### config.mk
export PLATFORM = sky130hd
export DESIGN_NAME = dda_line_alpha_blend_unit_flat
export DESIGN_NICKNAME = d
export VERILOG_FILES = /design/src/rtl/dla_pkg.sv /design/src/rtl/dla_in_if.sv /design/src/rtl/dla_out_if.sv /design/src/rtl/dla_div.sv /design/src/rtl/dda_line_alpha_blend_unit.sv /design/src/flat_wrapper.sv
export VERILOG_INCLUDE_DIRS = /design/src /design/src/rtl
export SDC_FILE = /design/constraint.sdc
export NUM_CORES = 2
export LEC_CHECK = 0
export ABC_AREA = 1
export BUFFER_PORTS_ARGS = -buffer_cell sky130_fd_sc_hd__buf_2
export CORE_ASPECT_RATIO = 1.2
export CORE_MARGIN = 2
export CORE_UTILIZATION = 55
export DETAILED_ROUTE_END_ITERATION = 6
export PLACE_DENSITY = 0.84
export SYNTH_ARGS = -nofsm -noshare
export SYNTH_HDL_FRONTEND = slang
export SYNTH_SLANG_ARGS = --single-unit
### constraint.sdc
create_clock -name i_clk -period 7.3 [get_ports i_clk]
set_clock_uncertainty 0.15 [all_clocks]
set_input_delay 0 -clock i_clk [delete_from_list [all_inputs] [get_ports i_clk]]
set_output_delay 0 -clock i_clk [all_outputs]
set_load 0.02 [all_outputs]
### src/rtl/dda_line_alpha_blend_unit_macros.svh
// Assertion macros shared by the line blend unit.
`ifndef DDA_LINE_ALPHA_BLEND_UNIT_MACROS_SVH
`define DDA_LINE_ALPHA_BLEND_UNIT_MACROS_SVH

// Same-cycle implication, disabled while reset is asserted.
`define DLA_ASSERT_SAME(lbl, clk, rst_n, ante, cons, msg) \
    lbl: assert property (@(posedge clk) disable iff (!(rst_n)) (ante) |-> (cons)) \
        else $error(msg);

// Next-cycle implication, disabled while reset is asserted.
`define DLA_ASSERT_NEXT(lbl, clk, rst_n, ante, cons, msg) \
    lbl: assert property (@(posedge clk) disable iff (!(rst_n)) (ante) |=> (cons)) \
        else $error(msg);

`endif

### src/rtl/dla_pkg.sv
// Package: shared types and constants of the line blend unit.
package dla_pkg;

    localparam int OFS_W      = 26;
    localparam int COLOR_W    = 8;
    localparam int CFG_IDX_W  = 2;
    localparam int CFG_DATA_W = 24;
    localparam int ALPHA_W    = 9;
    localparam int STRIDE_W   = 15;
    localparam int BPP_W      = 3;

    localparam logic [CFG_IDX_W-1:0] CFG_LINE_COLOR  = 2'd0;
    localparam logic [CFG_IDX_W-1:0] CFG_BLEND_ALPHA = 2'd1;
    localparam logic [CFG_IDX_W-1:0] CFG_ROW_STRIDE  = 2'd2;
    localparam logic [CFG_IDX_W-1:0] CFG_BPP         = 2'd3;

    localparam logic [CFG_DATA_W-1:0] LINE_COLOR_RST = 24'hFF0000;
    localparam logic [ALPHA_W-1:0]    ALPHA_ONE      = 9'd256;
    localparam logic [STRIDE_W-1:0]   ROW_STRIDE_RST = 15'd4096;
    localparam logic [BPP_W-1:0]      BPP_RST        = 3'd4;

    typedef enum logic [4:0] {
        S_IDLE  = 5'b00001,
        S_DIV_X = 5'b00010,
        S_DIV_Y = 5'b00100,
        S_OFS   = 5'b01000,
        S_EMIT  = 5'b10000
    } t_state;

    typedef struct packed {
        logic               write_valid;
        logic [OFS_W-1:0]   write_offset;
        logic [COLOR_W-1:0] new_red;
        logic [COLOR_W-1:0] new_green;
        logic [COLOR_W-1:0] new_blue;
        logic               read_valid;
        logic [OFS_W-1:0]   read_offset;
        logic               last_pixel;
    } t_result;

endpackage

### src/rtl/dla_in_if.sv
// Interface: input item channel (load or background step).
interface dla_in_if #(
    parameter int COORD_BITS = 12
) ();
    logic                  valid;
    logic                  ready;
    logic                  action;
    logic [COORD_BITS-1:0] x_start;
    logic [COORD_BITS-1:0] y_start;
    logic [COORD_BITS-1:0] x_end;
    logic [COORD_BITS-1:0] y_end;
    logic [7:0]            bg_red;
    logic [7:0]            bg_green;
    logic [7:0]            bg_blue;

    modport source (
        output valid, action, x_start, y_start, x_end, y_end, bg_red, bg_green, bg_blue,
        input  ready
    );
    modport sink (
        input  valid, action, x_start, y_start, x_end, y_end, bg_red, bg_green, bg_blue,
        output ready
    );
endinterface

### src/rtl/dla_out_if.sv
// Interface: result item channel (pixel write and next read request).
interface dla_out_if
    import dla_pkg::*;
();
    logic               valid;
    logic               ready;
    logic               write_valid;
    logic [OFS_W-1:0]   write_offset;
    logic [COLOR_W-1:0] new_red;
    logic [COLOR_W-1:0] new_green;
    logic [COLOR_W-1:0] new_blue;
    logic               read_valid;
    logic [OFS_W-1:0]   read_offset;
    logic               last_pixel;

    modport source (
        output valid, write_valid, write_offset, new_red, new_green, new_blue,
               read_valid, read_offset, last_pixel,
        input  ready
    );
    modport sink (
        input  valid, write_valid, write_offset, new_red, new_green, new_blue,
               read_valid, read_offset, last_pixel,
        output ready
    );
endinterface

### src/rtl/dla_div.sv
// Radix-2 restoring divider, one quotient bit per cycle.
module dla_div #(
    parameter int N_W = 28,
    parameter int D_W = 12
) (
    input  logic           i_clk,
    input  logic           i_rst_n,
    input  logic           i_start,
    input  logic [N_W-1:0] i_dividend,
    input  logic [D_W-1:0] i_divisor,
    output logic           o_done,
    output logic [N_W-1:0] o_quotient
);
    localparam int CNT_W = (N_W > 1) ? $clog2(N_W) : 1;

    logic             r_busy, n_busy;
    logic             r_done, n_done;
    logic [CNT_W-1:0] r_cnt, n_cnt;
    logic [D_W:0]     r_rem, n_rem;
    logic [N_W-1:0]   r_quo, n_quo;
    logic [D_W-1:0]   r_div, n_div;
    logic [D_W:0]     rem_sh;
    logic             fits;

    assign rem_sh = {r_rem[D_W-1:0], r_quo[N_W-1]};
    assign fits   = rem_sh >= {1'b0, r_div};

    always_comb begin
        n_busy = r_busy;
        n_done = 1'b0;
        n_cnt  = r_cnt;
        n_rem  = r_rem;
        n_quo  = r_quo;
        n_div  = r_div;
        if (i_start) begin
            n_busy = 1'b1;
            n_cnt  = CNT_W'(N_W - 1);
            n_rem  = '0;
            n_quo  = i_dividend;
            n_div  = i_divisor;
        end else if (r_busy) begin
            // shift in the next dividend bit, subtract when it fits
            n_rem = fits ? (rem_sh - {1'b0, r_div}) : rem_sh;
            n_quo = {r_quo[N_W-2:0], fits};
            n_cnt = r_cnt - CNT_W'(1);
            if (r_cnt == '0) begin
                n_busy = 1'b0;
                n_done = 1'b1;
            end
        end
    end

    always_ff @(posedge i_clk) begin
        if (!i_rst_n) begin
            r_busy <= 1'b0;
            r_done <= 1'b0;
        end else begin
            r_busy <= n_busy;
            r_done <= n_done;
        end
    end

    always_ff @(posedge i_clk) begin
        r_cnt <= n_cnt;
        r_rem <= n_rem;
        r_quo <= n_quo;
        r_div <= n_div;
    end

    assign o_done     = r_done;
    assign o_quotient = r_quo;
endmodule

### src/rtl/dda_line_alpha_blend_unit.sv
// Top level: DDA line walker with constant-alpha blending of each drawn pixel.
//
// A load item (action 0) latches the end points of a line. The larger of the
// absolute X and Y deltas becomes the step count; one shared radix-2 divider
// then computes the signed Q.FRAC_BITS increments, X first and Y second, and
// the result item carries the byte offset of the first point to fetch. Each
// step item (action 1) brings the background BGR of the current point; its
// result is the blended color (color*a + bg*(256-a)) >> 8 per channel, the
// offset being written, and the offset of the next point to fetch, or the
// last-pixel flag when the line ends. A zero-length line draws one pixel.
// A load while a line is running abandons it; a step with no line running
// yields an all-zero result. Alpha above 256 counts as opaque. Offsets are
// trunc(y)*row_stride_bytes + trunc(x)*bytes_per_pixel, wrapped to 26 bits.
// Rate: one item at a time. A load runs the bit-serial divider once per axis,
// X then Y, then computes the first offset and hands off the result; a
// zero-length load skips the divider. A step blends and updates the position,
// runs the offset multiply, then hands off the result; the final step of a
// line and a step with no line running skip the offset multiply. Each waits
// while the result register is held by the sink. Configuration must only be
// written while the block is idle.
`include "dda_line_alpha_blend_unit_macros.svh"

module dda_line_alpha_blend_unit
    import dla_pkg::*;
#(
    parameter int COORD_BITS = 12,
    parameter int FRAC_BITS  = 16
) (
    input  logic                  i_clk,
    input  logic                  i_rst_n,
    input  logic                  i_cfg_wr_en,
    input  logic [CFG_IDX_W-1:0]  i_cfg_index,
    input  logic [CFG_DATA_W-1:0] i_cfg_data,
    dla_in_if.sink                i_pix,
    dla_out_if.source             o_res
);
    localparam int POS_W  = COORD_BITS + FRAC_BITS + 1;  // signed position
    localparam int STEP_W = FRAC_BITS + 2;                // signed increment
    localparam int PTS_W  = COORD_BITS + 1;               // points left
    localparam int DIV_W  = COORD_BITS + FRAC_BITS;       // dividend width
    localparam int SUM_W  = (COORD_BITS + STRIDE_W + 1 > OFS_W) ?
                            (COORD_BITS + STRIDE_W + 1) : OFS_W;

    // ---------------------------------------------------------------------
    // Configuration registers
    // ---------------------------------------------------------------------
    logic [CFG_DATA_W-1:0] r_line_color;
    logic [ALPHA_W-1:0]    r_blend_alpha;
    logic [STRIDE_W-1:0]   r_row_stride;
    logic [BPP_W-1:0]      r_bpp;

    always_ff @(posedge i_clk) begin
        if (!i_rst_n) begin
            r_line_color  <= LINE_COLOR_RST;
            r_blend_alpha <= ALPHA_ONE;
            r_row_stride  <= ROW_STRIDE_RST;
            r_bpp         <= BPP_RST;
        end else if (i_cfg_wr_en) begin
            case (i_cfg_index)
                CFG_LINE_COLOR:  r_line_color  <= i_cfg_data;
                CFG_BLEND_ALPHA: r_blend_alpha <= i_cfg_data[ALPHA_W-1:0];
                CFG_ROW_STRIDE:  r_row_stride  <= i_cfg_data[STRIDE_W-1:0];
                CFG_BPP:         r_bpp         <= i_cfg_data[BPP_W-1:0];
                default: ;
            endcase
        end
    end

    // ---------------------------------------------------------------------
    // Line state and sequencer registers
    // ---------------------------------------------------------------------
    t_state                    r_state, n_state;
    logic                      r_line_busy, n_line_busy;
    logic signed [POS_W-1:0]   r_x_pos, n_x_pos;
    logic signed [POS_W-1:0]   r_y_pos, n_y_pos;
    logic signed [STEP_W-1:0]  r_x_step, n_x_step;
    logic signed [STEP_W-1:0]  r_y_step, n_y_step;
    logic [PTS_W-1:0]          r_points_left, n_points_left;
    logic [OFS_W-1:0]          r_cur_offset, n_cur_offset;
    logic                      r_dx_neg, n_dx_neg;
    logic                      r_dy_neg, n_dy_neg;
    logic [COORD_BITS-1:0]     r_ay, n_ay;
    logic [COORD_BITS-1:0]     r_steps, n_steps;
    t_result                   r_res, n_res;      // result being assembled
    t_result                   r_out, n_out;      // output register
    logic                      r_out_valid, n_out_valid;

    // Blend one channel as bg*256 + (fg-bg)*a, which equals
    // fg*a + bg*(256-a) and needs a single small multiply.
    function automatic logic [COLOR_W-1:0] blend_ch(
        input logic [COLOR_W-1:0] fg,
        input logic [COLOR_W-1:0] bg,
        input logic [ALPHA_W-1:0] a
    );
        logic signed [COLOR_W:0]   diff;
        logic signed [ALPHA_W:0]   sa;
        logic signed [19:0]        prod;
        logic signed [19:0]        total;
        diff  = $signed({1'b0, fg}) - $signed({1'b0, bg});
        sa    = $signed({1'b0, a});
        prod  = 20'(diff) * 20'(sa);
        total = $signed({4'b0000, bg, 8'h00}) + prod;
        return total[15:8];
    endfunction

    // Integer part of a position; a negative one clamps to zero.
    function automatic logic [COORD_BITS-1:0] coord_of(
        input logic signed [POS_W-1:0] pos
    );
        return pos[POS_W-1] ? '0 : pos[COORD_BITS+FRAC_BITS-1:FRAC_BITS];
    endfunction

    // ---------------------------------------------------------------------
    // Load datapath: deltas and step count straight from the input item
    // ---------------------------------------------------------------------
    logic                  accept;
    logic                  dx_neg_c, dy_neg_c;
    logic [COORD_BITS-1:0] ax_c, ay_c, steps_c;

    assign accept   = i_pix.valid && i_pix.ready;
    assign dx_neg_c = i_pix.x_end < i_pix.x_start;
    assign dy_neg_c = i_pix.y_end < i_pix.y_start;
    assign ax_c     = dx_neg_c ? (i_pix.x_start - i_pix.x_end) : (i_pix.x_end - i_pix.x_start);
    assign ay_c     = dy_neg_c ? (i_pix.y_start - i_pix.y_end) : (i_pix.y_end - i_pix.y_start);
    assign steps_c  = (ax_c > ay_c) ? ax_c : ay_c;

    // ---------------------------------------------------------------------
    // Shared divider: X increment on load, then Y increment
    // ---------------------------------------------------------------------
    logic              div_start;
    logic              div_done;
    logic [DIV_W-1:0]  div_dividend;
    logic [COORD_BITS-1:0] div_divisor;
    logic [DIV_W-1:0]  div_quo;
    logic [STEP_W-1:0] q_mag;

    assign div_start = (r_state == S_IDLE && accept && !i_pix.action && steps_c != '0) ||
                       (r_state == S_DIV_X && div_done);
    assign div_dividend = (r_state == S_IDLE) ? {ax_c, {FRAC_BITS{1'b0}}} :
                                                {r_ay, {FRAC_BITS{1'b0}}};
    assign div_divisor  = (r_state == S_IDLE) ? steps_c : r_steps;
    // |delta| <= steps, so the quotient never exceeds 1.0
    assign q_mag = {1'b0, div_quo[FRAC_BITS:0]};

    dla_div #(
        .N_W (DIV_W),
        .D_W (COORD_BITS)
    ) u_div (
        .i_clk      (i_clk),
        .i_rst_n    (i_rst_n),
        .i_start    (div_start),
        .i_dividend (div_dividend),
        .i_divisor  (div_divisor),
        .o_done     (div_done),
        .o_quotient (div_quo)
    );

    // ---------------------------------------------------------------------
    // Offset of the current position: one multiply plus a small one
    // ---------------------------------------------------------------------
    logic [SUM_W-1:0] ofs_sum;
    logic [OFS_W-1:0] ofs_c;

    assign ofs_sum = SUM_W'(coord_of(r_y_pos)) * SUM_W'(r_row_stride) +
                     SUM_W'(coord_of(r_x_pos)) * SUM_W'(r_bpp);
    assign ofs_c   = ofs_sum[OFS_W-1:0];

    // ---------------------------------------------------------------------
    // Blend of the incoming background
    // ---------------------------------------------------------------------
    logic [ALPHA_W-1:0] alpha_sat;
    assign alpha_sat = (r_blend_alpha > ALPHA_ONE) ? ALPHA_ONE : r_blend_alpha;

    // ---------------------------------------------------------------------
    // Sequencer
    // ---------------------------------------------------------------------
    always_comb begin
        n_state       = r_state;
        n_line_busy   = r_line_busy;
        n_x_pos       = r_x_pos;
        n_y_pos       = r_y_pos;
        n_x_step      = r_x_step;
        n_y_step      = r_y_step;
        n_points_left = r_points_left;
        n_cur_offset  = r_cur_offset;
        n_dx_neg      = r_dx_neg;
        n_dy_neg      = r_dy_neg;
        n_ay          = r_ay;
        n_steps       = r_steps;
        n_res         = r_res;
        n_out         = r_out;
        n_out_valid   = r_out_valid;

        // drop the output item once the sink takes it
        if (r_out_valid && o_res.ready) begin
            n_out_valid = 1'b0;
        end

        case (r_state)
            S_IDLE: begin
                if (accept) begin
                    n_res = '0;
                    if (!i_pix.action) begin
                        // load: abandon any running line and start this one
                        n_dx_neg      = dx_neg_c;
                        n_dy_neg      = dy_neg_c;
                        n_ay          = ay_c;
                        n_steps       = steps_c;
                        n_x_pos       = POS_W'({i_pix.x_start, {FRAC_BITS{1'b0}}});
                        n_y_pos       = POS_W'({i_pix.y_start, {FRAC_BITS{1'b0}}});
                        n_points_left = PTS_W'(steps_c) + PTS_W'(1);
                        n_line_busy   = 1'b1;
                        if (steps_c == '0) begin
                            // zero-length line: one pixel, no movement
                            n_x_step = '0;
                            n_y_step = '0;
                            n_state  = S_OFS;
                        end else begin
                            n_state = S_DIV_X;
                        end
                    end else if (r_line_busy) begin
                        n_res.write_valid  = 1'b1;
                        n_res.write_offset = r_cur_offset;
                        n_res.new_red   = blend_ch(r_line_color[23:16], i_pix.bg_red, alpha_sat);
                        n_res.new_green = blend_ch(r_line_color[15:8], i_pix.bg_green, alpha_sat);
                        n_res.new_blue  = blend_ch(r_line_color[7:0], i_pix.bg_blue, alpha_sat);
                        n_x_pos       = r_x_pos + POS_W'(r_x_step);
                        n_y_pos       = r_y_pos + POS_W'(r_y_step);
                        n_points_left = r_points_left - PTS_W'(1);
                        if (r_points_left == PTS_W'(1)) begin
                            // last pixel: no further read, go idle
                            n_line_busy      = 1'b0;
                            n_cur_offset     = '0;
                            n_res.last_pixel = 1'b1;
                            n_state          = S_EMIT;
                        end else begin
                            n_state = S_OFS;
                        end
                    end else begin
                        // step with no line running: all-zero result
                        n_state = S_EMIT;
                    end
                end
            end
            S_DIV_X: begin
                if (div_done) begin
                    n_x_step = r_dx_neg ? -q_mag : q_mag;
                    n_state  = S_DIV_Y;
                end
            end
            S_DIV_Y: begin
                if (div_done) begin
                    n_y_step = r_dy_neg ? -q_mag : q_mag;
                    n_state  = S_OFS;
                end
            end
            S_OFS: begin
                n_cur_offset      = ofs_c;
                n_res.read_valid  = 1'b1;
                n_res.read_offset = ofs_c;
                n_state           = S_EMIT;
            end
            S_EMIT: begin
                // hold until the output register is free
                if (!r_out_valid || o_res.ready) begin
                    n_out       = r_res;
                    n_out_valid = 1'b1;
                    n_state     = S_IDLE;
                end
            end
            default: begin
                n_state = S_IDLE;
            end
        endcase
    end

    always_ff @(posedge i_clk) begin
        if (!i_rst_n) begin
            r_state     <= S_IDLE;
            r_line_busy <= 1'b0;
            r_out_valid <= 1'b0;
        end else begin
            r_state     <= n_state;
            r_line_busy <= n_line_busy;
            r_out_valid <= n_out_valid;
        end
    end

    always_ff @(posedge i_clk) begin
        r_x_pos       <= n_x_pos;
        r_y_pos       <= n_y_pos;
        r_x_step      <= n_x_step;
        r_y_step      <= n_y_step;
        r_points_left <= n_points_left;
        r_cur_offset  <= n_cur_offset;
        r_dx_neg      <= n_dx_neg;
        r_dy_neg      <= n_dy_neg;
        r_ay          <= n_ay;
        r_steps       <= n_steps;
        r_res         <= n_res;
        r_out         <= n_out;
    end

    // ---------------------------------------------------------------------
    // Ports
    // ---------------------------------------------------------------------
    assign i_pix.ready        = (r_state == S_IDLE);
    assign o_res.valid        = r_out_valid;
    assign o_res.write_valid  = r_out.write_valid;
    assign o_res.write_offset = r_out.write_offset;
    assign o_res.new_red      = r_out.new_red;
    assign o_res.new_green    = r_out.new_green;
    assign o_res.new_blue     = r_out.new_blue;
    assign o_res.read_valid   = r_out.read_valid;
    assign o_res.read_offset  = r_out.read_offset;
    assign o_res.last_pixel   = r_out.last_pixel;

    // ---------------------------------------------------------------------
    // Assertions
    // ---------------------------------------------------------------------
    `DLA_ASSERT_SAME(a_busy_has_points, i_clk, i_rst_n, r_line_busy, r_points_left != '0, "line running with no points left")
    `DLA_ASSERT_SAME(a_div_done_in_div, i_clk, i_rst_n, div_done, r_state == S_DIV_X || r_state == S_DIV_Y, "divider finished outside a divide state")
    `DLA_ASSERT_NEXT(a_accept_leaves_idle, i_clk, i_rst_n, accept, r_state != S_IDLE, "accepted item did not start work")
    `DLA_ASSERT_SAME(a_last_ends_line, i_clk, i_rst_n, r_out_valid && r_out.last_pixel, !r_out.read_valid, "last pixel carries a read request")
endmodule

### src/flat_wrapper.sv
// flat-port wrapper written by rule: the top's interface ports become plain ports
module dda_line_alpha_blend_unit_flat import dla_pkg::*;
#(
    parameter int COORD_BITS = 12,
    parameter int FRAC_BITS  = 16
)
  (i_clk, i_rst_n, i_cfg_wr_en, i_cfg_index, i_cfg_data, i_pix_valid, i_pix_action, i_pix_x_start, i_pix_y_start, i_pix_x_end, i_pix_y_end, i_pix_bg_red, i_pix_bg_green, i_pix_bg_blue, i_pix_ready, o_res_valid, o_res_write_valid, o_res_write_offset, o_res_new_red, o_res_new_green, o_res_new_blue, o_res_read_valid, o_res_read_offset, o_res_last_pixel, o_res_ready);
  dla_in_if #(.COORD_BITS(COORD_BITS)) i_pix_i ();
  dla_out_if o_res_i ();
  input  logic i_clk;
  input  logic i_rst_n;
  input  logic i_cfg_wr_en;
  input  logic [CFG_IDX_W-1:0] i_cfg_index;
  input  logic [CFG_DATA_W-1:0] i_cfg_data;
  input wire logic [$bits(i_pix_i.valid)-1:0] i_pix_valid;
  input wire logic [$bits(i_pix_i.action)-1:0] i_pix_action;
  input wire logic [$bits(i_pix_i.x_start)-1:0] i_pix_x_start;
  input wire logic [$bits(i_pix_i.y_start)-1:0] i_pix_y_start;
  input wire logic [$bits(i_pix_i.x_end)-1:0] i_pix_x_end;
  input wire logic [$bits(i_pix_i.y_end)-1:0] i_pix_y_end;
  input wire logic [$bits(i_pix_i.bg_red)-1:0] i_pix_bg_red;
  input wire logic [$bits(i_pix_i.bg_green)-1:0] i_pix_bg_green;
  input wire logic [$bits(i_pix_i.bg_blue)-1:0] i_pix_bg_blue;
  output wire logic [$bits(i_pix_i.ready)-1:0] i_pix_ready;
  output wire logic [$bits(o_res_i.valid)-1:0] o_res_valid;
  output wire logic [$bits(o_res_i.write_valid)-1:0] o_res_write_valid;
  output wire logic [$bits(o_res_i.write_offset)-1:0] o_res_write_offset;
  output wire logic [$bits(o_res_i.new_red)-1:0] o_res_new_red;
  output wire logic [$bits(o_res_i.new_green)-1:0] o_res_new_green;
  output wire logic [$bits(o_res_i.new_blue)-1:0] o_res_new_blue;
  output wire logic [$bits(o_res_i.read_valid)-1:0] o_res_read_valid;
  output wire logic [$bits(o_res_i.read_offset)-1:0] o_res_read_offset;
  output wire logic [$bits(o_res_i.last_pixel)-1:0] o_res_last_pixel;
  input wire logic [$bits(o_res_i.ready)-1:0] o_res_ready;
  assign i_pix_i.valid = i_pix_valid;
  assign i_pix_i.action = i_pix_action;
  assign i_pix_i.x_start = i_pix_x_start;
  assign i_pix_i.y_start = i_pix_y_start;
  assign i_pix_i.x_end = i_pix_x_end;
  assign i_pix_i.y_end = i_pix_y_end;
  assign i_pix_i.bg_red = i_pix_bg_red;
  assign i_pix_i.bg_green = i_pix_bg_green;
  assign i_pix_i.bg_blue = i_pix_bg_blue;
  assign i_pix_ready = i_pix_i.ready;
  assign o_res_valid = o_res_i.valid;
  assign o_res_write_valid = o_res_i.write_valid;
  assign o_res_write_offset = o_res_i.write_offset;
  assign o_res_new_red = o_res_i.new_red;
  assign o_res_new_green = o_res_i.new_green;
  assign o_res_new_blue = o_res_i.new_blue;
  assign o_res_read_valid = o_res_i.read_valid;
  assign o_res_read_offset = o_res_i.read_offset;
  assign o_res_last_pixel = o_res_i.last_pixel;
  assign o_res_i.ready = o_res_ready;
  dda_line_alpha_blend_unit #(.COORD_BITS(COORD_BITS), .FRAC_BITS(FRAC_BITS)) u_core (.i_clk(i_clk), .i_rst_n(i_rst_n), .i_cfg_wr_en(i_cfg_wr_en), .i_cfg_index(i_cfg_index), .i_cfg_data(i_cfg_data), .i_pix(i_pix_i), .o_res(o_res_i));
endmodule
# == Yosys cells after proc, flatten, opt, wreduce, memory -nomap -nowiden ==
# Cells that the tools add are included.
# totals
out_inout_bits,81
regBits,434
word_cells,180
input_bits,104
ramBits,0
romBits,0
memories,0
latchBits,0
# classes
addsub,18
n_reduce_logical,33
n_bitwise,3
mux,56
n_div,0
mul,5
n_shift,0
eq_ne,19
magnitude_cmp,5
# op_table
op,count
2-to-1 mux 28 bit,6
2-to-1 mux 18 bit,7
2-to-1 mux 26 bit,4
2-to-1 mux 12 bit,7
case mux 18 bit (2 select lines),2
subtractor 12 bit,5
adder 29 x 18 -> 29 bit,2
2-to-1 mux 29 bit,2
case mux 27 bit (2 select lines),1
case mux 26 bit (2 select lines),1
2-to-1 mux 51 bit,1
adder 16 bit,3
multiplier 9 x 10 -> 16 bit,3
2-to-1 mux 5 bit,7
subtractor 8 x 8 -> 9 bit,3
adder 26 x 15 -> 26 bit,1
multiplier 12 x 15 -> 26 bit,1
2-to-1 mux 13 bit,2
case mux 5 bit (5 select lines),1
< comparator 12 bit,2
negator 17 -> 18 bit,1
"!= test 2 bit, second input constant",8
AND reduction 2 bit,8
multiplier 12 x 3 -> 15 bit,1
31 further kinds,60

# == Depth between registers and ports, before layout ==
# logic_depth
word_depth,9
ltp_mapped,37

# == Hierarchy ==
# From an unflattened synthesis, not the netlist that was laid out.
# unflattened
cells_unflattened,4845
area_unflattened_um2,39741.9
# by_module_without_submodules
module,seq_area_each_um2,area_each_um2,instances,cells_per_inst
dda_line_alpha_blend_unit,10680.2,36513.8,1,4442
dla_div,1581.5,3228.1,1,403

# == Worst setup path before layout ==
# No wires, ideal clock.
# synth_path
path_type,reg-to-reg
start,register u_core.r_y_pos[28]
end,"register u_core.r_cur_offset[25], data pin"
t_required_ns,6.884
synth_period_minus_slack_ns,6.309
arrival_time_ns,5.893
stages_incl_launch_ff,27
slack_ns,0.991
n_path_buf,2
cell_sequence,edfxtp_1 -> inv_1 -> clkbuf_1 -> nand2_1 -> inv_1 -> clkbuf_1 -> nand2_1 -> fa_1 -> fa_1 -> inv_1 -> fa_1 -> fa_1 -> fa_1 -> inv_1 -> fa_1 -> inv_1 -> ha_1 -> nand2_1 -> nor3_1 -> nand4_1 -> o211ai_1 -> nand3_1 -> nand2_1 -> nand3_1 -> nand2_1 -> xor2_1 -> nor2_1
# synth_between
elab_chain_cells,4
# synth_lines
item,line,rtl
start: declaration,dda_line_alpha_blend_unit.sv:75,"logic signed [POS_W-1:0] r_y_pos, n_y_pos;"
start signal: assignment,dda_line_alpha_blend_unit.sv:291,r_y_pos <= n_y_pos;
2-to-1 mux 12 bit,dda_line_alpha_blend_unit.sv:110,return pos[POS_W-1] ? '0 : pos[COORD_BITS+FRAC_BITS-1:FRAC_BITS];
multiplier 12 x 15 -> 26 bit,dda_line_alpha_blend_unit.sv:164,assign ofs_sum = SUM_W'(coord_of(r_y_pos)) * SUM_W'(r_row_stride) +
adder 26 x 15 -> 26 bit,dda_line_alpha_blend_unit.sv:164,
case mux 26 bit (2 select lines),dda_line_alpha_blend_unit.sv:199,case (r_state)
end signal: assignment,dda_line_alpha_blend_unit.sv:295,r_cur_offset <= n_cur_offset;
end: declaration,dda_line_alpha_blend_unit.sv:79,"logic [OFS_W-1:0] r_cur_offset, n_cur_offset;"
# Every way passes these cells.
# A chain may end at the register's enable or synchronous reset.

==> results by group <==
Outcome
  – Status: finished, violations left
  – Failing checks: DRC

STA
  – Final setup fails: 0
  – Worst Max-Slew Pin Slew: 1.03 ns
  – Setup_tns: 0 ns
  – Max-slew violations: 0
  – Hold Fails Final Rpt: 0
  – Worst slew margin: 31.2%
  – Minimum clock period: 7.00 ns
  – Fmax: 0.143 GHz
  – Final period utilization: 95.9%

Routing
  – WL/cell: 17.3 um
  – Routed vias/inst: 5.47
  – Met2 WL: 49,800 um
  – Initial DRT Pass Iterations: 7
  – Via Count: 32,600
  – Routed Antenna Nets: 0
  – Drc violations: 2
  – Post-Route M1 WL: 39,400 um
  – Wirelength, routed: 103,000 um
  – Top Metal Used: met5
  – Metal3 WL: 8630 um
  – DR iter-0 viols: 2,605

Min path
  – Min-Delay Endpoint: u_core.r_dy_neg
  – Hold depth: 7
  – Worst hold start: i_pix_y_end[9]
  – Min-Delay Path Class: input port to flop

Power
  – Pwr per Cell Area: 223 nW/um^2
  – Max rail drop VDD: 299 uV
  – Static Leak: 21.7 nW

Setup path
  – Most frequent CP cell: nand2_1
  – CP max FO: 12
  – Worst path slowest cell: fa_1
  – Crit path kind: flop to flop
  – Critical Path RT: 7.50 ns
  – Worst Path Arrival: 7.20 ns
  – Largest stage delay on the critical path: 0.53 ns
  – Worst R2R End: u_core.r_res[20]
  – Reg-to-Reg Start: u_core.r_y_pos[28]
  – R2r setup slk: 0.30 ns
  – FF-to-FF path depth: 29
  – Critical path capture point type: flop
  – Startpoint types: flop

Placement
  – DP Cell Count: 5,761
  – Placed wire-length estimate: 78,900 um
  – Port bufs: 184
  – GP Congestion: 0.956

Logic synthesis
  – Ys Warns: 0
  – Fraction of registers with async set/reset: 0%
  – Count leader, synth: inv_1
  – Synthesized cell area: 39,200 um^2
  – Yosys cell types: 53
  – Ys flop type: edfxtp_1
  – Fraction of the yosys area taken by sequential cells: 31.3%
  – Most frequent cells after synthesis: 969 x inv_1, 941 x nand2_1, 497 x nor2_1
  – Post-synth top area cell: edfxtp_1
  – Post-synthesis register bit count: 434
  – Synth top area share: 27.4%
  – Syn Area/Cell: 8.32 um^2
  – Post-Syn Nets: 5,497
  – Syn Inst Count: 4,713
  – Post-synth EDFFs: 357
  – Top cells by area, synth: edfxtp_1 27%, fa_1 17%, ha_1 11%, inv_1 9.3%, nand2_1 9.0%

GRT
  – Vias in the first global route: 32,800
  – Global-route wire length before repair: 165,000 um
  – Pin count of the biggest net entering global routing: 66
  – Global route total overflow: 0
  – Initial antenna violation count: 1
  – Gr usage total: 28.4%

Finish
  – Share of cells above drive strength 1: 7.77%
  – Post-layout nets: 5,778
  – Layout Cells excl Fill: 5,957
  – # diodes: 0
  – Layout area overhead: 11.6%

Floorplan
  – Chip Height: 296 um
  – Initial Util: 55.3%
  – Area of the core: 70,800 um^2
  – Die span in x: 248 um
  – Die Area: 73,400 um^2
  – Num rows: 107
  – Io pins: 185

Run
  – Maximum capacitance violations: 0

Clock network
  – CTS tree: built
  – Cts bufs inserted: 46
  – Max clock buf depth: 3
  – Root Buffer: clkbuf_16
  – CTS sink cnt: 434
  – CTS H-tree depth: 2
  – Skew-Pair Late Insertion Delay: 0.61 ns
  – Clock Pin Slew Worst Setup and Hold Paths: 0.06 ns
==> metal layers <==
metal	track usage, %	vias up
met2	49.3	1385
met1	34.3	15400
li1	-	15500
met5	0	-
met3	5.37	296
met4	12.9	2
==> power by group <==
part	internal (W)	switching [W]	total [W]
combinational	0.00147	0.00276	0.00423
clock	0.00134	0.00104	0.00238
sequential	0.00302	0.000124	0.00314
==> critical path, delay by kind of cell (launching register included) <==
family                   cells  cell delay [ns]
adder cells (fa/ha/maj)      7             3.24
AO/OA/AOI/OAI                5             1.03
flip-flops                   1             0.42
buffers and inverters        7             0.80
AND/OR/NAND/NOR             10             1.10
==> kinds of logic after synthesis <==
| logic type | share of synthesized area [%] |
|---|---|
| fa+ha+maj | 28.3 |
| xor+xnor | 2.06 |
| buf+inv | 10.7 |
| simple gates | 18.3 |
| flops | 31.3 |
| compound gates | 9.42 |
==> registers in the layout, indices dropped and copies added (netlist names), 13 cells and up <==
name,flops
u_core.o_res.write_offset,26
u_core.r_x_pos,29
u_core.r_cur_offset,26
u_core.o_res.read_offset,26
u_core.r_points_left,13
u_core.r_row_stride,15
u_core.r_x_step,18
u_core.r_y_step,18
u_core.r_y_pos,29
u_core.r_line_color,24
u_core.u_div.o_quotient,28
u_core.r_res,79
==> repair_timing <==
item | CTS | global route
hold buffers | 109 | 0
endpoints found under the hold margin | 90 | 0
setup buffers | 0 | 2
gates resized for setup | 0 | 4
setup endpoints to repair | 0 | 6
==> worst max-delay path by stage <==
stage / slack [ns] / cells after the start / end / startpoint
final: 0.30 / 29 / u_core.r_res[20] / u_core.r_y_pos[28]
after global placement: 0.56 / 24 / u_core.r_res[26] / u_core.r_y_pos[28]
after global routing: -0.01 / 26 / u_core.r_cur_offset[20] / u_core.r_y_pos[28]
after detailed placement: 0.36 / 24 / u_core.r_res[26] / u_core.r_y_pos[28]
after CTS: 0.34 / 24 / u_core.r_res[26] / u_core.r_y_pos[28]
after floorplan: 0.99 / 26 / u_core.r_cur_offset[25] / u_core.r_y_pos[28]
==> layout make-up <==
cell class                 instances  area (um^2)
clock buffer                      65         1270
inverter                         991         3730
sequential                       434        12300
timing repair buffer             330         2290
clock inverter                    20          226
multi-input combinational       3191        22800
tap                              926         1160
fill                            5839        27100
==> cell usage in the layout, fill, tap and decap left out, types with 41 or more instances in the layout <==
master	n
o21ai_0	253
fa_1	342
nand2_1	938
buf_2	184
inv_1	967
edfxtp_1	357
nor2_1	494
dfxtp_1	77
a21oi_1	290
ha_1	338
nand3_1	154
dlygate4sd3_1	109
clkbuf_16	47
xor2_1	62
nand4_1	41
==> through the flow <==
| stage | area, um^2 | total power [W] | util, % | hold slack (ns) | worst slack [ns] |
|---|---|---|---|---|---|
| floorplan | 39200 | 0.00622 | - | -0.0237 | 0.991 |
| global placement | 41100 | 0.00711 | 58.1 | 0.0667 | 0.564 |
| detailed placement | 41100 | 0.00728 | 58.1 | 0.0706 | 0.361 |
| CTS | 43700 | 0.00972 | 61.7 | 0.00387 | 0.341 |
| global route | 43700 | 0.0105 | 61.8 | 0.0881 | -0.00952 |
| finish | 43700 | 0.00975 | 61.8 | 0.0261 | 0.297 |
(Power assumes the default switching activity.)
